<file path="src/rtl/dpp_pkg.sv">
// Shared constants and types for the depth pixel to point projector.
`default_nettype none
package dpp_pkg;

  localparam int DefImageWidth  = 256;
  localparam int DefImageHeight = 192;

  localparam int DepthW = 16;
  localparam int PointW = 16;

  localparam int CenterX    = 128;
  localparam int CenterY    = 96;
  localparam int FocalShift = 8;

  localparam logic [DepthW-1:0] FastMinDepth = 16'd615;
  localparam logic [DepthW-1:0] FastMaxDepth = 16'd20480;

  localparam logic [DepthW-1:0] MinDepthRst = 16'd615;
  localparam logic [DepthW-1:0] MaxDepthRst = 16'd20480;

  localparam int FifoDepth = 4;

  localparam int PaddrW = 4;
  localparam int PdataW = 32;

  localparam logic [1:0] RegMode     = 2'd0;
  localparam logic [1:0] RegMinDepth = 2'd1;
  localparam logic [1:0] RegMaxDepth = 2'd2;

  typedef struct packed {
    logic              mode;
    logic [DepthW-1:0] min_depth;
    logic [DepthW-1:0] max_depth;
  } cfg_t;

  typedef struct packed {
    logic full;
    logic empty;
  } fifo_stat_t;

endpackage
`default_nettype wire

</file>
<file path="src/rtl/dpp_front.sv">
// Front end: pixel position counters, decimation and depth range classification.
`default_nettype none
module dpp_front #(
  parameter int IMAGE_WIDTH  = dpp_pkg::DefImageWidth,
  parameter int IMAGE_HEIGHT = dpp_pkg::DefImageHeight,
  localparam int ColW = $clog2(IMAGE_WIDTH),
  localparam int RowW = $clog2(IMAGE_HEIGHT)
) (
  input  wire logic                      clk_i,
  input  wire logic                      rst_ni,
  input  wire dpp_pkg::cfg_t             cfg_i,
  input  wire logic                      in_valid_i,
  output logic                           in_stall_o,
  input  wire logic [dpp_pkg::DepthW-1:0] depth_i,
  input  wire logic                      depth_invalid_i,
  input  wire logic                      frame_start_i,
  input  wire dpp_pkg::fifo_stat_t       fifo_stat_i,
  output logic                           push_o,
  output logic [ColW-1:0]                col_o,
  output logic [RowW-1:0]                row_o,
  output logic [dpp_pkg::DepthW-1:0]     depth_o
);

  logic [ColW-1:0] col_q, col_d, cur_col;
  logic [RowW-1:0] row_q, row_d, cur_row;
  logic            accept;
  logic            on_grid;
  logic            in_range;
  logic [dpp_pkg::DepthW-1:0] lo, hi;

  assign in_stall_o = fifo_stat_i.full;
  assign accept     = in_valid_i && !fifo_stat_i.full;

  assign cur_col = frame_start_i ? '0 : col_q;
  assign cur_row = frame_start_i ? '0 : row_q;

  always_comb begin
    if (cfg_i.mode) begin
      on_grid = (cur_col[1:0] == 2'b00) && (cur_row[1:0] == 2'b00);
      lo      = dpp_pkg::FastMinDepth;
      hi      = dpp_pkg::FastMaxDepth;
    end else begin
      on_grid = !cur_col[0] && !cur_row[0];
      lo      = cfg_i.min_depth;
      hi      = cfg_i.max_depth;
    end
  end

  assign in_range = (depth_i >= lo) && (depth_i <= hi);

  always_comb begin
    col_d = col_q;
    row_d = row_q;
    if (accept) begin
      if (cur_col == ColW'(IMAGE_WIDTH - 1)) begin
        col_d = '0;
        row_d = (cur_row == RowW'(IMAGE_HEIGHT - 1)) ? '0 : cur_row + 1'b1;
      end else begin
        col_d = cur_col + 1'b1;
        row_d = cur_row;
      end
    end
  end

  always_ff @(posedge clk_i or negedge rst_ni) begin
    if (!rst_ni) begin
      col_q <= '0;
      row_q <= '0;
    end else begin
      col_q <= col_d;
      row_q <= row_d;
    end
  end

  assign push_o  = accept && on_grid && !depth_invalid_i && in_range;
  assign col_o   = cur_col;
  assign row_o   = cur_row;
  assign depth_o = depth_i;

endmodule
`default_nettype wire

</file>
<file path="src/rtl/dpp_fifo.sv">
// Short queue of kept pixels between front end and projection back end.
`default_nettype none
module dpp_fifo #(
  parameter int WIDTH = 1
) (
  input  wire logic                clk_i,
  input  wire logic                rst_ni,
  input  wire logic                push_i,
  input  wire logic [WIDTH-1:0]    wdata_i,
  input  wire logic                pop_i,
  output logic [WIDTH-1:0]         rdata_o,
  output dpp_pkg::fifo_stat_t      stat_o
);

  localparam int PtrW = (dpp_pkg::FifoDepth > 1) ? $clog2(dpp_pkg::FifoDepth) : 1;
  localparam int CntW = $clog2(dpp_pkg::FifoDepth + 1);

  logic [WIDTH-1:0] mem_q [dpp_pkg::FifoDepth];
  logic [PtrW-1:0]  wr_ptr_q, wr_ptr_d, rd_ptr_q, rd_ptr_d;
  logic [CntW-1:0]  cnt_q, cnt_d;
  logic             do_push, do_pop;

  assign stat_o.full  = (cnt_q == CntW'(dpp_pkg::FifoDepth));
  assign stat_o.empty = (cnt_q == '0);

  assign do_push = push_i && !stat_o.full;
  assign do_pop  = pop_i && !stat_o.empty;

  always_comb begin
    wr_ptr_d = wr_ptr_q;
    rd_ptr_d = rd_ptr_q;
    cnt_d    = cnt_q;
    if (do_push) begin
      wr_ptr_d = (wr_ptr_q == PtrW'(dpp_pkg::FifoDepth - 1)) ? '0 : wr_ptr_q + 1'b1;
    end
    if (do_pop) begin
      rd_ptr_d = (rd_ptr_q == PtrW'(dpp_pkg::FifoDepth - 1)) ? '0 : rd_ptr_q + 1'b1;
    end
    if (do_push && !do_pop) begin
      cnt_d = cnt_q + 1'b1;
    end else if (do_pop && !do_push) begin
      cnt_d = cnt_q - 1'b1;
    end
  end

  always_ff @(posedge clk_i or negedge rst_ni) begin
    if (!rst_ni) begin
      wr_ptr_q <= '0;
      rd_ptr_q <= '0;
      cnt_q    <= '0;
    end else begin
      wr_ptr_q <= wr_ptr_d;
      rd_ptr_q <= rd_ptr_d;
      cnt_q    <= cnt_d;
    end
  end

  always_ff @(posedge clk_i) begin
    if (do_push) begin
      mem_q[wr_ptr_q] <= wdata_i;
    end
  end

  assign rdata_o = mem_q[rd_ptr_q];

endmodule
`default_nettype wire

</file>
<file path="src/rtl/dpp_back.sv">
// Back end: pinhole back-projection with floor shift, saturation and output register.
`default_nettype none
module dpp_back #(
  parameter int IMAGE_WIDTH  = dpp_pkg::DefImageWidth,
  parameter int IMAGE_HEIGHT = dpp_pkg::DefImageHeight,
  localparam int ColW = $clog2(IMAGE_WIDTH),
  localparam int RowW = $clog2(IMAGE_HEIGHT)
) (
  input  wire logic                       clk_i,
  input  wire logic                       rst_ni,
  input  wire dpp_pkg::fifo_stat_t        fifo_stat_i,
  input  wire logic [ColW-1:0]            col_i,
  input  wire logic [RowW-1:0]            row_i,
  input  wire logic [dpp_pkg::DepthW-1:0] depth_i,
  output logic                            pop_o,
  output logic                            out_valid_o,
  input  wire logic                       out_stall_i,
  output logic signed [dpp_pkg::PointW-1:0] point_x_o,
  output logic signed [dpp_pkg::PointW-1:0] point_y_o,
  output logic [dpp_pkg::DepthW-1:0]      point_z_o
);

  localparam int XOffW = ((ColW > 8) ? ColW : 8) + 1;
  localparam int YOffW = ((RowW > 8) ? RowW : 8) + 1;
  localparam int XProdW = XOffW + dpp_pkg::DepthW + 1;
  localparam int YProdW = YOffW + dpp_pkg::DepthW + 1;
  localparam int XShW = XProdW - dpp_pkg::FocalShift;
  localparam int YShW = YProdW - dpp_pkg::FocalShift;
  localparam int PW = dpp_pkg::PointW;

  localparam logic signed [XShW-1:0] XSatMax = XShW'(2 ** (PW - 1) - 1);
  localparam logic signed [XShW-1:0] XSatMin = -XShW'(2 ** (PW - 1));
  localparam logic signed [YShW-1:0] YSatMax = YShW'(2 ** (PW - 1) - 1);
  localparam logic signed [YShW-1:0] YSatMin = -YShW'(2 ** (PW - 1));

  logic signed [XOffW-1:0]  x_off;
  logic signed [YOffW-1:0]  y_off;
  logic signed [XProdW-1:0] x_prod_d, x_prod_q;
  logic signed [YProdW-1:0] y_prod_d, y_prod_q;
  logic [dpp_pkg::DepthW-1:0] z_q;
  logic                       s1_valid_q;
  logic signed [XShW-1:0]   x_sh;
  logic signed [YShW-1:0]   y_sh;
  logic signed [PW-1:0]     x_sat, y_sat;
  logic                     s1_en, s2_en;
  logic                     out_valid_q;
  logic signed [PW-1:0]     px_q, py_q;
  logic [dpp_pkg::DepthW-1:0] pz_q;

  assign s2_en = !out_valid_q || !out_stall_i;
  assign s1_en = !s1_valid_q || s2_en;
  assign pop_o = !fifo_stat_i.empty && s1_en;

  assign x_off = $signed(XOffW'(col_i)) - $signed(XOffW'(dpp_pkg::CenterX));
  assign y_off = $signed(YOffW'(row_i)) - $signed(YOffW'(dpp_pkg::CenterY));

  assign x_prod_d = x_off * $signed({1'b0, depth_i});
  assign y_prod_d = y_off * $signed({1'b0, depth_i});

  assign x_sh = x_prod_q[XProdW-1:dpp_pkg::FocalShift];
  assign y_sh = y_prod_q[YProdW-1:dpp_pkg::FocalShift];

  always_comb begin
    if (x_sh > XSatMax) begin
      x_sat = XSatMax[PW-1:0];
    end else if (x_sh < XSatMin) begin
      x_sat = XSatMin[PW-1:0];
    end else begin
      x_sat = x_sh[PW-1:0];
    end
    if (y_sh > YSatMax) begin
      y_sat = YSatMax[PW-1:0];
    end else if (y_sh < YSatMin) begin
      y_sat = YSatMin[PW-1:0];
    end else begin
      y_sat = y_sh[PW-1:0];
    end
  end

  always_ff @(posedge clk_i or negedge rst_ni) begin
    if (!rst_ni) begin
      s1_valid_q  <= 1'b0;
      out_valid_q <= 1'b0;
    end else begin
      if (s1_en) begin
        s1_valid_q <= pop_o;
      end
      if (s2_en) begin
        out_valid_q <= s1_valid_q;
      end
    end
  end

  always_ff @(posedge clk_i) begin
    if (pop_o) begin
      x_prod_q <= x_prod_d;
      y_prod_q <= y_prod_d;
      z_q      <= depth_i;
    end
    if (s2_en && s1_valid_q) begin
      px_q <= x_sat;
      py_q <= y_sat;
      pz_q <= z_q;
    end
  end

  assign out_valid_o = out_valid_q;
  assign point_x_o   = px_q;
  assign point_y_o   = py_q;
  assign point_z_o   = pz_q;

endmodule
`default_nettype wire

</file>
<file path="src/rtl/depth_pixel_to_point_projector.sv">
// Top level: configuration registers, front end, point queue and projection back end.
//
//   channel  | handshake               | payload
//   ---------+-------------------------+------------------------------------------
//   pixel in | in_valid_i / in_stall_o | depth_i, depth_invalid_i, frame_start_i
//   point out| out_valid_o/out_stall_i | point_x_o, point_y_o, point_z_o
//   config   | APB psel/penable/pready | paddr, pwdata, pwrite, prdata
//
// One pixel transfer per cycle while the point queue has room; a kept point passes the
// queue write, the multiply register and the output register on its way out.
// The pixel side stalls only while the four-entry point queue is full.
// Reset clears the position counters, the queue and the pipeline valids and loads
// the register defaults.
`default_nettype none
module depth_pixel_to_point_projector #(
  parameter int IMAGE_WIDTH  = dpp_pkg::DefImageWidth,
  parameter int IMAGE_HEIGHT = dpp_pkg::DefImageHeight
) (
  input  wire logic                          clk_i,
  input  wire logic                          rst_ni,
  input  wire logic                          psel,
  input  wire logic                          penable,
  input  wire logic                          pwrite,
  input  wire logic [dpp_pkg::PaddrW-1:0]    paddr,
  input  wire logic [dpp_pkg::PdataW-1:0]    pwdata,
  output logic [dpp_pkg::PdataW-1:0]         prdata,
  output logic                               pready,
  input  wire logic                          in_valid_i,
  output logic                               in_stall_o,
  input  wire logic [dpp_pkg::DepthW-1:0]    depth_i,
  input  wire logic                          depth_invalid_i,
  input  wire logic                          frame_start_i,
  output logic                               out_valid_o,
  input  wire logic                          out_stall_i,
  output logic signed [dpp_pkg::PointW-1:0]  point_x_o,
  output logic signed [dpp_pkg::PointW-1:0]  point_y_o,
  output logic [dpp_pkg::DepthW-1:0]         point_z_o
);

  localparam int ColW = $clog2(IMAGE_WIDTH);
  localparam int RowW = $clog2(IMAGE_HEIGHT);
  localparam int EntryW = ColW + RowW + dpp_pkg::DepthW;

  dpp_pkg::cfg_t       cfg_q, cfg_d;
  dpp_pkg::fifo_stat_t fifo_stat;
  logic                cfg_wr;
  logic [1:0]          reg_idx;
  logic                push;
  logic                pop;
  logic [ColW-1:0]     front_col, back_col;
  logic [RowW-1:0]     front_row, back_row;
  logic [dpp_pkg::DepthW-1:0] front_depth, back_depth;
  logic [EntryW-1:0]   wr_entry, rd_entry;
  logic                u_front_col_next_is_one;

  assign pready  = 1'b1;
  assign reg_idx = paddr[3:2];
  assign cfg_wr  = psel && penable && pwrite && pready;

  always_comb begin
    cfg_d = cfg_q;
    if (cfg_wr) begin
      unique case (reg_idx)
        dpp_pkg::RegMode:     cfg_d.mode      = pwdata[0];
        dpp_pkg::RegMinDepth: cfg_d.min_depth = pwdata[dpp_pkg::DepthW-1:0];
        dpp_pkg::RegMaxDepth: cfg_d.max_depth = pwdata[dpp_pkg::DepthW-1:0];
        default:              cfg_d = cfg_q;
      endcase
    end
  end

  always_ff @(posedge clk_i or negedge rst_ni) begin
    if (!rst_ni) begin
      cfg_q.mode      <= 1'b0;
      cfg_q.min_depth <= dpp_pkg::MinDepthRst;
      cfg_q.max_depth <= dpp_pkg::MaxDepthRst;
    end else begin
      cfg_q <= cfg_d;
    end
  end

  always_comb begin
    unique case (reg_idx)
      dpp_pkg::RegMode:     prdata = {{(dpp_pkg::PdataW-1){1'b0}}, cfg_q.mode};
      dpp_pkg::RegMinDepth: prdata = dpp_pkg::PdataW'(cfg_q.min_depth);
      dpp_pkg::RegMaxDepth: prdata = dpp_pkg::PdataW'(cfg_q.max_depth);
      default:              prdata = '0;
    endcase
  end

  dpp_front #(
    .IMAGE_WIDTH (IMAGE_WIDTH),
    .IMAGE_HEIGHT(IMAGE_HEIGHT)
  ) u_front (
    .clk_i          (clk_i),
    .rst_ni         (rst_ni),
    .cfg_i          (cfg_q),
    .in_valid_i     (in_valid_i),
    .in_stall_o     (in_stall_o),
    .depth_i        (depth_i),
    .depth_invalid_i(depth_invalid_i),
    .frame_start_i  (frame_start_i),
    .fifo_stat_i    (fifo_stat),
    .push_o         (push),
    .col_o          (front_col),
    .row_o          (front_row),
    .depth_o        (front_depth)
  );

  assign wr_entry = {front_col, front_row, front_depth};

  dpp_fifo #(
    .WIDTH(EntryW)
  ) u_fifo (
    .clk_i  (clk_i),
    .rst_ni (rst_ni),
    .push_i (push),
    .wdata_i(wr_entry),
    .pop_i  (pop),
    .rdata_o(rd_entry),
    .stat_o (fifo_stat)
  );

  assign {back_col, back_row, back_depth} = rd_entry;

  dpp_back #(
    .IMAGE_WIDTH (IMAGE_WIDTH),
    .IMAGE_HEIGHT(IMAGE_HEIGHT)
  ) u_back (
    .clk_i      (clk_i),
    .rst_ni     (rst_ni),
    .fifo_stat_i(fifo_stat),
    .col_i      (back_col),
    .row_i      (back_row),
    .depth_i    (back_depth),
    .pop_o      (pop),
    .out_valid_o(out_valid_o),
    .out_stall_i(out_stall_i),
    .point_x_o  (point_x_o),
    .point_y_o  (point_y_o),
    .point_z_o  (point_z_o)
  );

  assign u_front_col_next_is_one = (front_col == ColW'(1));

`ifndef ASSERT_OFF
  a_no_push_full: assert property (@(posedge clk_i) disable iff (!rst_ni)
    !(push && fifo_stat.full))
    else $error("point queue written while full");

  a_no_pop_empty: assert property (@(posedge clk_i) disable iff (!rst_ni)
    !(pop && fifo_stat.empty))
    else $error("point queue read while empty");

  a_frame_resync: assert property (@(posedge clk_i) disable iff (!rst_ni)
    (in_valid_i && !in_stall_o && frame_start_i) |=>
      (u_front_col_next_is_one && front_row == '0) || frame_start_i)
    else $error("position counters not resynchronized by frame start");
`endif

endmodule
`default_nettype wire
</file>
<file path="config.mk">
export PLATFORM = sky130hd
export DESIGN_NAME = depth_pixel_to_point_projector
export DESIGN_NICKNAME = d
export VERILOG_FILES = /design/src/rtl/dpp_pkg.sv /design/src/rtl/dpp_front.sv /design/src/rtl/dpp_fifo.sv /design/src/rtl/dpp_back.sv /design/src/rtl/depth_pixel_to_point_projector.sv
export SDC_FILE = /design/constraint.sdc
export NUM_CORES = 1
export LEC_CHECK = 0
export BUFFER_PORTS_ARGS = -buffer_cell sky130_fd_sc_hd__clkbuf_2
export CORE_MARGIN = 3
export CORE_UTILIZATION = 35
export CTS_CLUSTER_DIAMETER = 50
export DETAILED_ROUTE_END_ITERATION = 8
export SLEW_MARGIN = 20
export SYNTH_ARGS = -nofsm -noshare
export SYNTH_HDL_FRONTEND = slang
export SYNTH_HIERARCHICAL = 1
export SYNTH_SLANG_ARGS = --single-unit
</file>
<file path="constraint.sdc">
create_clock -name clk_i -period 20.8 [get_ports clk_i]
set_clock_uncertainty 0.1 [all_clocks]
set_input_delay 0 -clock clk_i [delete_from_list [all_inputs] [get_ports clk_i]]
set_output_delay 0 -clock clk_i [all_outputs]
set_load 0.005 [all_outputs]
</file>
* After elaboration in Yosys (flattened, before gate mapping) *
Memories as Yosys holds them, arrays and structs flattened.
Index checks and enable logic that the tools add are counted.

storage, ports and cells
  register bits after elaboration = 174
  memory bits (writable) = 128
  input port bits = 61
  output and inout port bits = 83
  memories = 1

cells by class
  add/subtract/negate cells = 8
  multipliers = 2
  $lt $le $gt $ge = 6
  equal/unequal tests = 7
  mux-type cells = 17
  reduce and logical (&&, ||, !) cells = 35

memory list
  name          words  bits a word  read ports  clocked after Yosys merged registers in  write ports  line            text
  u_fifo.mem_q  4      32           1           0                                        1            dpp_fifo.sv:18  logic [WIDTH-1:0] mem_q [dpp_pkg::FifoDepth];

operators with widths
  cell                                                             number
  2-to-1 mux 16 bit                                                4
  multiplier 9 x 17 -> 26 bit                                      2
  case mux 16 bit (3 select lines)                                 1
  2-to-1 mux 8 bit                                                 5
  greater-than comparator 18 x 16 -> 1 bit, second input constant  2
  less-than comparator 18 x 16 -> 1 bit, second input constant     2
  adder 8 x 1 -> 8 bit, second input constant                      2
  equality test 8 bit, second input constant                       2
  >= comparator 16 bit                                             1
  less-or-equal comparator 16 bit                                  1
  logical AND 1 bit                                                15
  zero test 1 bit                                                  10
  subtractor 8 x 7 -> 9 bit, second input constant                 1
  subtractor 8 x 8 -> 9 bit, second input constant                 1
  equality test 2 bit, second input constant                       3
  zero test 2 bit                                                  3
  2-to-1 mux 3 bit                                                 2
  AND reduction 2 bit                                              3
  adder 2 x 1 -> 2 bit, second input constant                      2
  2-to-1 mux 2 bit                                                 2
  adder 3 x 1 -> 3 bit, second input constant                      1
  equality test 3 bit, second input constant                       1
  zero test 3 bit                                                  1
  2-to-1 mux 1 bit                                                 3
  4 further kinds                                                  5

* Depth between registers and ports, before layout *
Gate-level depths: netlist of the first run.

  word-level depth = 12
  gate-level depth with buffers = 24
  gate-level depth less buffers = 21

* Hierarchy *
The synthesis of the first run kept the hierarchy.

by module, submodules not included
  module                          times used  cells each  area an instance (µm²)  sequential area each (µm²)
  dpp_back                        1           1,367       13,142.6                3,052.9
  dpp_fifo                        1           205         5,084.9                 4,018.9
  dpp_front                       1           266         2,068.2                 400.4
  depth_pixel_to_point_projector  1           114         1,600.3                 835.8

* Worst setup path after synthesis of the first run *
No wires, ideal clock.

  path kind = register -> register
  start point = register u_fifo.rd_ptr_q[0]
  end point = register u_back.y_prod_q[23] (data pin)
  library setup time = 259 ps
  data arrival time = 6,172 ps
  path slack = 14,269 ps
  stages on the path, launching flop included = 23
  buffers on the path = 2
  period minus slack after synthesis = 6,531 ps
  path through = dfrtp_1 -> buf_6 -> mux4_2 -> ha_1 -> xnor2_1 -> clkbuf_1 -> nand2_1 -> fa_1 -> fa_1 -> inv_1 -> fa_1 -> fa_1 -> inv_1 -> fa_1 -> inv_1 -> ha_1 -> nand2_1 -> and4bb_2 -> o21ai_0 -> a21boi_0 -> o221ai_1 -> o211ai_1 -> xnor2_1

on the way
  word-level cells in the longest chain between the ends = 3

ends and longest elaborated chain
  item                           line                                  text
  start, declared                dpp_fifo.sv:19                        logic [PtrW-1:0] wr_ptr_q, wr_ptr_d, rd_ptr_q, rd_ptr_d;
  start signal, assigned         dpp_fifo.sv:53                        rd_ptr_q <= rd_ptr_d;
  memory read (4 x 32 bit)       -
  named net rd_entry[21]         depth_pixel_to_point_projector.sv:53  logic [EntryW-1:0] wr_entry, rd_entry;
  subtractor 8 x 7 -> 9 bit      dpp_back.sv:55                        assign y_off = $signed(YOffW'(row_i)) - $signed(YOffW'(dpp_pkg::CenterY));
  multiplier 9 x 17 -> 26 bit    dpp_back.sv:58                        assign y_prod_d = y_off * $signed({1'b0, depth_i});
  named net u_back.y_prod_d[23]  dpp_back.sv:39                        logic signed [YProdW-1:0] y_prod_d, y_prod_q;
  end signal, assigned           dpp_back.sv:97                        y_prod_q <= y_prod_d;
  end, declared                  dpp_back.sv:39

The timed path passes the listed nets, and every way through them passes these cells.
A chain may end at the register's enable or synchronous reset.

* Final worst setup path of the first run *
  start point = register u_fifo.rd_ptr_q[1]
  end point = register u_back.y_prod_q[23] (data pin)

The elaborated chain is that of the path after synthesis.

==> impl_metrics.env, run 1 <==
export IMPL_outcome="finished, final reports clean"
export IMPL_cpMaxStageDelayCell="dfrtp_1"
export IMPL_synth_seq_cells=286
export IMPL_grt_ovfl_total=0
export IMPL_hold_class="in -> reg"
export IMPL_period_share_pct=37.48
export IMPL_async_reset_ff_share_pct=20.28
export IMPL_fp_dieH_um=256.1
export IMPL_syn_inst=1952
export IMPL_critPathCaptureType="register"
export IMPL_ctsResizeCount=0
export IMPL_htreeDepth=2
export IMPL_crit_required_ns=21.03
export IMPL_vias=14180
export IMPL_num_antenna_cells=0
export IMPL_nets=2494
export IMPL_antenna_found_initial=0
export IMPL_netlist_area_um2=21900
export IMPL_cts_made_buffers=43
export IMPL_max_freq_ghz=0.1283
export IMPL_area_delta_synth_final_pct=13.86
export IMPL_die_area_um2=65600
export IMPL_synthTopCellsByArea="edfxtp_1 (31%), fa_1 (18%), ha_1 (9.8%)"
export IMPL_placedCellCount=2809
export IMPL_cts_root_buf="clkbuf_16"
export IMPL_clkLatencyLatePin_ns=0.59
export IMPL_setup_viol=0
export IMPL_dpl_hpwl_um=33930
export IMPL_design_core_area_um2=61830
export IMPL_grt_setup_unrepaired="no"
export IMPL_cpMostUsedCell="fa_1"
export IMPL_tns_ns=0
export IMPL_relSlewSlack_pct=38.47
export IMPL_rows=91
export IMPL_cts_setup_buffers=0
export IMPL_wirelength_um=48020
export IMPL_synthDistinctLibCells=81
export IMPL_wl_per_cell_um=16.36
export IMPL_worst_setup_path_start_kind="register"
export IMPL_grtUsageTotal_pct=14.94
export IMPL_avgSynthCellArea_um2=11.22
export IMPL_gp_congestion=0.8247
export IMPL_cp_cell_sequence="buf_4 > mux4_2 > a21o_1 > or2_2 > fa_1 > fa_1 > inv_1 > fa_1 > fa_1 > inv_1 > fa_1 > inv_1 > ha_1 > nand2_1 > and4bb_2 > o21ai_0 > a21boi_0 > o221ai_1 > o211ai_1 > xnor2_1"
export IMPL_firstDrtPassIters=5
export IMPL_fp_dieW_um=256.1
export IMPL_grt_pass1_vias=15340
export IMPL_hold_viol=0
export IMPL_via_per_inst=4.830
export IMPL_cts_tree="built"
export IMPL_ctsHoldBuffers=48
export IMPL_drt_iter0_markers=860
export IMPL_synth_edff_count=228
export IMPL_yosysSeqAreaShare_pct=37.94
export IMPL_port_buffers=108
export IMPL_cap_violations=0
export IMPL_clock_path_buffers=3
export IMPL_synthFlopType="edfxtp_1"
export IMPL_slowest_delay_ns=0.79
export IMPL_drv_slew=0
export IMPL_io_pins=144
export IMPL_drc=0
export IMPL_synth_largest_area_cell="edfxtp_1"
export IMPL_criticalPathCategory="reg -> reg"
export IMPL_finalCriticalPeriod_ns=7.795
export IMPL_initial_core_util_pct=35.42
export IMPL_clk_pin_slew_ns=0.06
export IMPL_grt_max_degree=59
export IMPL_drive_above_1_share_pct=14.44
export IMPL_cts_num_sinks=286
export IMPL_worstPathArrival_ns=8.02
export IMPL_synth_top_area_share_pct=31.27
export IMPL_instances_no_fill=2936
export IMPL_tightest_slew_ns=0.9229
export IMPL_crit_fanout=19
export IMPL_yosysWarnings=6
export IMPL_grt_pass1_wl_um=79780
export IMPL_drtAntennaViolNets=0
## stage by stage
step / area (um^2) / hold slack, ns / setup slack, ns / util, %
2_1_floorplan: 21950 / -0.3956 / 14.27 / -
3_3_place_gp: 23040 / 0.1277 / 12.98 / 37.26
3_5_place_dp: 23040 / 0.1544 / 12.93 / 37.27
4_1_cts: 24930 / 0.02100 / 12.90 / 40.33
5_1_grt: 24930 / 0.07349 / 12.54 / 40.33
6_report: 24930 / 0.01349 / 13.00 / 40.33
## critical path, delay by kind of cell (launching register included)
| kind | cells | cell delay (ns) |
|---|---|---|
| xor gates and xnor gates | 1 | 0.15 |
| buffers and inverters | 4 | 0.56 |
| muxes | 1 | 0.58 |
| adders and majority gates | 6 | 2.93 |
| and+or+nand+nor | 3 | 0.73 |
| DFF | 1 | 0.79 |
| AOI/OAI and AO/OA | 5 | 1.68 |
## registers in the layout (all words and copies together), names as in the netlist, 8 cells and up
name and count:
u_fifo/mem_q 128, u_back/point_y_o 16, u_front/row_q 8, u_back/point_z_o 16
u_back/x_prod_q 18, u_back/point_x_o 16, u_front/col_q 8, u_back/z_q 16
u_back/y_prod_q 18, cfg_q 33
## Yosys cell counts, types with 6 or more instances
master / count
inv_1: 263
edfxtp_1: 228
fa_1: 197
nand2_1: 187
ha_1: 171
nor2_1: 142
and2_1: 112
a21oi_1: 72
clkbuf_1: 65
dfrtp_1: 50
nor2b_1: 40
buf_4: 34
mux2_2: 33
nand2b_1: 33
mux4_2: 32
xnor2_1: 28
o21ai_0: 25
nor3_1: 21
a22o_1: 19
a21o_1: 18
nand3_1: 17
or2_2: 13
a31oi_1: 12
nand4_1: 11
xor2_1: 10
dfstp_2: 8
nand3b_1: 7
buf_2: 6
o21a_1: 6
## path summary, 6_finish.rpt
kind / startpoint / to / slack (ns) / cells past startpoint
setup / recovery: u_fifo/rd_ptr_q[1] / u_back/y_prod_q[23] / 13.00 / 20
hold / removal: frame_start_i / u_front/col_q[4] / 0.01 / 2
max in group asynchronous: rst_ni / u_fifo/rd_ptr_q[0] / 20.00 / 3
setup reg to reg: u_fifo/rd_ptr_q[1] / u_back/y_prod_q[23] / 13.00 / 20
hold reg to reg: u_back/z_q[10] / u_back/point_z_o[10] / 0.31 / 0
min in group asynchronous: rst_ni / cfg_q[32] / 0.03 / 3
## logic make-up after synthesis
| logic type | Yosys count | share of synthesized area [%] |
|---|---|---|
| buffers and inverters | 377 | 7.303 |
| and+or+nand+nor | 621 | 14.43 |
| other | 2 | 0.03430 |
| DFF | 286 | 37.94 |
| AOI/OAI and AO/OA | 190 | 5.709 |
| adders and majority gates | 368 | 27.78 |
| xor gates and xnor gates | 38 | 1.520 |
| muxes | 70 | 5.274 |
## cell type report
class                           count  area [um^2]
Fill cell                        5835        36890
Clock inverter                     33        324.1
Clock buffer                       46         1087
Multi-Input combinational cell   1304        12080
Tap cell                          837         1047
Sequential cell                   286         8309
Timing Repair Buffer              166         1096
Inverter                          264        991.0
## layout by cell type, fill, tap and decap left out, drive strengths merged, types with 48 or more instances in the layout
cell type,synthesis,final
edfxtp,228,228
nor2,142,142
ha,171,171
a21oi,72,72
inv,263,275
clkbuf,65,154
dlygate4sd3,0,48
dfrtp,50,50
fa,197,197
nand2,188,188
and2,112,112
## per-layer routing
metal  track usage, %  routed length, um  vias up
li1                 -                  -     6697
met1            18.99              21160     7130
met2            26.37              23870      282
met3            2.355               1927       72
met4            4.197               1061        0
met5                0                  0        -
Power of run 1 is left out: the tool's default activity adds up to more than one toggle a clock period on the data nets, which glitch-free logic cannot reach.
==> inputs of run 2 (changes only) <==
- clock period: 20.8 -> 6.58 ns (I/O delays scaled with it)
==> impl_metrics.env, run 2 (synthesis results as in run 1) <==
export IMPL_outcome="finished, final reports clean"
export IMPL_criticalPathCategory="reg -> reg"
export IMPL_grt_max_degree=59
export IMPL_finalCriticalPeriod_ns=6.369
export IMPL_clk_pin_slew_ns=0.06
export IMPL_area_delta_synth_final_pct=16.65
export IMPL_drive_above_1_share_pct=17.70
export IMPL_largest_reg_flops=128
export IMPL_wl_per_cell_um=16.15
export IMPL_port_buffers=108
export IMPL_relSlewSlack_pct=39.28
export IMPL_io_pins=144
export IMPL_clkLatencyLatePin_ns=0.58
export IMPL_crit_family="adder cells"
export IMPL_drc=0
export IMPL_hold_viol=0
export IMPL_grt_pass1_vias=15320
export IMPL_final_cell_mix="inv_1 (263), edfxtp_1 (228), fa_1 (197)"
export IMPL_cp_cell_sequence="buf_4 > buf_4 > mux4_2 > or2_2 > fa_1 > inv_1 > fa_1 > inv_1 > fa_1 > inv_1 > fa_1 > fa_1 > ha_4 > nand2_1 > nor4_4 > o211a_1 > a211o_4 > a41oi_4 > or4b_1 > nand3_1"
export IMPL_largest_register="u_fifo/mem_q"
export IMPL_tightest_slew_ns=0.9108
export IMPL_die_area_um2=65600
export IMPL_place_ws_ns=-0.03894
export IMPL_grt_ovfl_total=0
export IMPL_setup_viol=0
export IMPL_cts_tree="built"
export IMPL_design_core_area_um2=61830
export IMPL_drtAntennaViolNets=0
export IMPL_grtUsageTotal_pct=14.92
export IMPL_cpMaxStageDelayCell="fa_1"
export IMPL_drv_slew=0
export IMPL_worst_setup_path_start_kind="register"
export IMPL_met2_usage_pct=25.64
export IMPL_initial_core_util_pct=35.42
export IMPL_crit_fanout=4
export IMPL_fill_cells=5837
export IMPL_finalInstanceArea_um2=25540
export IMPL_firstDrtPassIters=4
export IMPL_place_area_um2=23560
export IMPL_nets=2569
export IMPL_slowest_delay_ns=0.54
export IMPL_antenna_found_initial=0
export IMPL_grt_busiest_layer="met2"
export IMPL_hold_class="in -> async"
export IMPL_wirelength_um=48550
export IMPL_grt_pass1_wl_um=79700
export IMPL_via_per_inst=4.800
export IMPL_clock_path_buffers=3
export IMPL_gp_congestion=0.8121
export IMPL_multi_input_area_um2=12150
export IMPL_area_sequential_um2=8309
export IMPL_cpMostUsedCell="fa_1"
export IMPL_cap_violations=0
export IMPL_dpl_hpwl_um=35710
export IMPL_instances_no_fill=3007
export IMPL_period_share_pct=96.79
export IMPL_crit_required_ns=6.91
export IMPL_rows=91
export IMPL_htreeDepth=2
export IMPL_setup_ws_ns=0.2112
export IMPL_cts_made_buffers=40
export IMPL_fp_dieH_um=256.1
export IMPL_fp_dieW_um=256.1
export IMPL_fin_hold_ws_ns=0.02049
export IMPL_cts_num_sinks=286
export IMPL_drt_iter0_markers=753
export IMPL_use_met1_pct=19.53
export IMPL_num_antenna_cells=0
export IMPL_vias=14430
export IMPL_max_freq_ghz=0.1570
export IMPL_critPathCaptureType="register"
export IMPL_worstPathArrival_ns=6.70
export IMPL_final_common_cell="inv_1"
export IMPL_reg_top3="u_fifo/mem_q: 128 flops, cfg_q: 33 flops"
export IMPL_grtUsageMet3_pct=2.315
export IMPL_cts_root_buf="clkbuf_16"
export IMPL_placedCellCount=2878
export IMPL_worst_path_buf_inv=5
## run 2: what timing repair did
action,CTS,global route
hold buffers,46,0
buffers inserted,0,10
resized for setup,1,15
gates cloned,0,1
hold endpoints to repair,165,0
endpoints found under the setup margin,4,18
pin swaps,0,7
## run 2: through the flow
| step | setup TNS (ns) | utilization [%] |
|---|---|---|
| 2_1_floorplan | 0 | - |
| 3_3_place_gp | 0 | 38.10 |
| 3_5_place_dp | -0.06425 | 38.10 |
| 4_1_cts | 0 | 41.01 |
| 5_1_grt | -0.04417 | 41.31 |
| 6_report | 0 | 41.31 |
## run 2: final timing paths
kind | from | to | slack [ns] | depth (start not counted)
setup / recovery | u_fifo/rd_ptr_q[0] | u_back/x_prod_q[23] | 0.21 | 20
hold / removal | rst_ni | u_front/row_q[3] | 0.02 | 3
setup reg to reg | u_fifo/rd_ptr_q[0] | u_back/x_prod_q[23] | 0.21 | 20
hold reg to reg | u_back/z_q[15] | u_back/point_z_o[15] | 0.32 | 0
max in group asynchronous | rst_ni | u_fifo/rd_ptr_q[0] | 5.76 | 3
min in group clk_i | depth_invalid_i | u_fifo/wr_ptr_q[0] | 0.05 | 5
## run 2: final cells by class
| cell class | count | area share [%] |
|---|---|---|
| clock buffer | 44 | 3.978 |
| clock inverter | 28 | 1.254 |
| inverter | 264 | 3.880 |
| multi-input combinational | 1305 | 47.58 |
| sequential | 286 | 32.53 |
| tap | 837 | 4.100 |
| timing repair buffer | 243 | 6.677 |
## run 2: per-layer routing
layer,routed length [um],vias up
met5,0,-
met3,1933,72
met2,23930,272
li1,-,6833
met1,21410,7256
met4,1266,0
## run 2: worst register-to-register path, cell delays in order (launching register included)
cell     delay [ns]
dfrtp_2        0.43
buf_4          0.16
buf_4          0.13
mux4_2         0.47
or2_2          0.34
fa_1           0.54
inv_1          0.06
fa_1           0.52
inv_1          0.05
fa_1           0.53
inv_1          0.05
fa_1           0.54
fa_1           0.46
ha_4           0.30
nand2_1        0.08
nor4_4         0.37
o211a_1        0.21
a211o_4        0.13
a41oi_4        0.13
or4b_1         0.52
nand3_1        0.10
Power of run 2 is left out for the same reason.
==> inputs of run 3 (changes only) <==
==> constraint.sdc (replaced) <==
create_clock -name clk_i -period 6.58 [get_ports clk_i]
set_clock_uncertainty 0.1 [all_clocks]
set_input_delay 0.987 -clock clk_i [delete_from_list [all_inputs] [get_ports clk_i]]
set_output_delay 0.987 -clock clk_i [all_outputs]
set_load 0.005 [all_outputs]
==> impl_metrics.env, run 3 (synthesis results as in run 1) <==
export IMPL_outcome="finished, final reports clean"
export IMPL_worst_r2r_setup_slack_ns=0.19
export IMPL_fill_cells=5839
export IMPL_dpl_hpwl_um=36380
export IMPL_fp_dieH_um=256.1
export IMPL_nets=2544
export IMPL_initial_core_util_pct=35.42
export IMPL_firstDrtPassIters=5
export IMPL_cts_root_buf="clkbuf_16"
export IMPL_tightest_slew_ns=0.9159
export IMPL_criticalPathCategory="reg -> reg"
export IMPL_cts_made_buffers=38
export IMPL_final_common_cell="inv_1"
export IMPL_wirelength_um=49660
export IMPL_drtAntennaViolNets=0
export IMPL_cts_tree="built"
export IMPL_clock_path_buffers=3
export IMPL_drt_iter0_markers=814
export IMPL_drc=0
export IMPL_setup_viol=0
export IMPL_final_cell_mix="inv_1 (263), edfxtp_1 (228), fa_1 (197)"
export IMPL_worst_setup_path_start_kind="register"
export IMPL_finalCoreUtilization_pct=41.02
export IMPL_finalInstanceArea_um2=25360
export IMPL_setup_ws_ns=0.1947
export IMPL_antenna_found_initial=2
export IMPL_clk_pin_slew_ns=0.06
export IMPL_grt_pass1_vias=15390
export IMPL_area_delta_synth_final_pct=15.83
export IMPL_relSlewSlack_pct=38.94
export IMPL_worstPathArrival_ns=6.59
export IMPL_hold_class="reg -> reg"
export IMPL_clkLatencyLatePin_ns=0.58
export IMPL_place_area_um2=23700
export IMPL_period_share_pct=97.04
export IMPL_design_core_area_um2=61830
export IMPL_fp_dieW_um=256.1
export IMPL_worst_r2r_path_depth=20
export IMPL_grt_max_degree=59
export IMPL_grtUsageTotal_pct=14.96
export IMPL_htreeDepth=2
export IMPL_place_ws_ns=-0.07964
export IMPL_largest_register="u_fifo/mem_q"
export IMPL_reg_top3="u_fifo/mem_q: 128 flops, cfg_q: 33 flops"
export IMPL_ctsHoldBuffers=0
export IMPL_grt_ovfl_total=0
export IMPL_rows=91
export IMPL_drive_above_1_share_pct=19.40
export IMPL_cap_violations=0
export IMPL_vias=14430
export IMPL_via_per_inst=4.837
export IMPL_io_pins=144
export IMPL_hold_depth=0
export IMPL_grt_pass1_wl_um=80120
export IMPL_die_area_um2=65600
export IMPL_port_buffers=108
export IMPL_hold_viol=0
export IMPL_crit_fanout=13
export IMPL_crit_required_ns=6.78
export IMPL_max_freq_ghz=0.1566
export IMPL_drv_slew=0
export IMPL_gp_congestion=0.8201
export IMPL_grt_setup_unrepaired="yes"
export IMPL_finalCriticalPeriod_ns=6.385
export IMPL_cts_num_sinks=286
export IMPL_largest_reg_flops=128
export IMPL_wl_per_cell_um=16.65
export IMPL_critPathCaptureType="register"
==> run 3: cell count changes in the layout (fill, tap and decap cells not counted), moves of 3 or more <==
cell / previous run / this run
buf_4: 83 / 104
clkinvlp_4: 5 / 2
dlygate4sd3_1: 46 / 0
ha_1: 170 / 165
ha_4: 1 / 4
inv_8: 7 / 1
==> run 3: worst max-delay path, cell delays in order, from the launching register on <==
cell and delay, ns:
dfrtp_2 0.46, buf_12 0.13, buf_12 0.15, buf_8 0.16, mux4_2 0.64, buf_4 0.20, or2_2 0.30, fa_1 0.53
inv_1 0.05, fa_1 0.50, fa_1 0.52, fa_1 0.49, ha_1 0.30, ha_1 0.38, and4_1 0.25, a21oi_1 0.18
nand2_1 0.11, a41oi_4 0.25, buf_4 0.15, o21bai_1 0.06, xor2_1 0.15
==> run 3: stage by stage <==
stage	hold slack [ns]	instances	TNS, ns
after floorplan	0.3003	1967	0
after global placement	0.3044	2893	-0.04839
after detailed placement	0.3090	2893	-0.1550
after CTS	0.3193	2963	0
after global routing	0.3174	2983	-0.07141
final	0.3151	2983	0
==> run 3: worst paths after layout <==
| kind | to | start |
|---|---|---|
| min | u_back/point_z_o[6] | u_back/z_q[6] |
| max reg2reg | u_back/x_prod_q[20] | u_fifo/rd_ptr_q[0] |
| min reg2reg | u_back/point_z_o[6] | u_back/z_q[6] |
| min in group asynchronous | u_front/row_q[2] | rst_ni |
| max | u_back/x_prod_q[20] | u_fifo/rd_ptr_q[0] |
| max in group asynchronous | u_front/row_q[0] | rst_ni |
==> run 3: layout make-up <==
type                    count  area, um^2  area share (%)
multi-input cells        1306       12280           48.43
flip-flops and latches    286        8310           32.77
repair buffers            219        1439           5.673
well taps                 837        1047           4.129
inverters                 264       991.0           3.907
clock buffers              44       973.4           3.838
clock inverters            25       312.8           1.233
diodes                      2       5.005         0.01973
==> run 3: routing by layer <==
| metal | share of wire [%] | track usage [%] | wire length (um) | up-vias |
|---|---|---|---|---|
| met5 | 0 | 0 | 0 | - |
| met4 | 2.6 | 4.545 | 1300 | 0 |
| met3 | 4.3 | 2.503 | 2120 | 73 |
| met2 | 50 | 26.01 | 24700 | 310 |
| met1 | 43 | 19.10 | 21540 | 7269 |
| li1 | - | - | - | 6778 |
==> run 3: what timing repair did <==
item,4_1_cts,5_1_grt
gates cloned,0,2
pin swaps,0,16
endpoints found under the setup margin,7,17
endpoints found under the hold margin,0,0
buffers inserted,1,16
gates resized for setup,2,35
Power of run 3 is left out for the same reason.
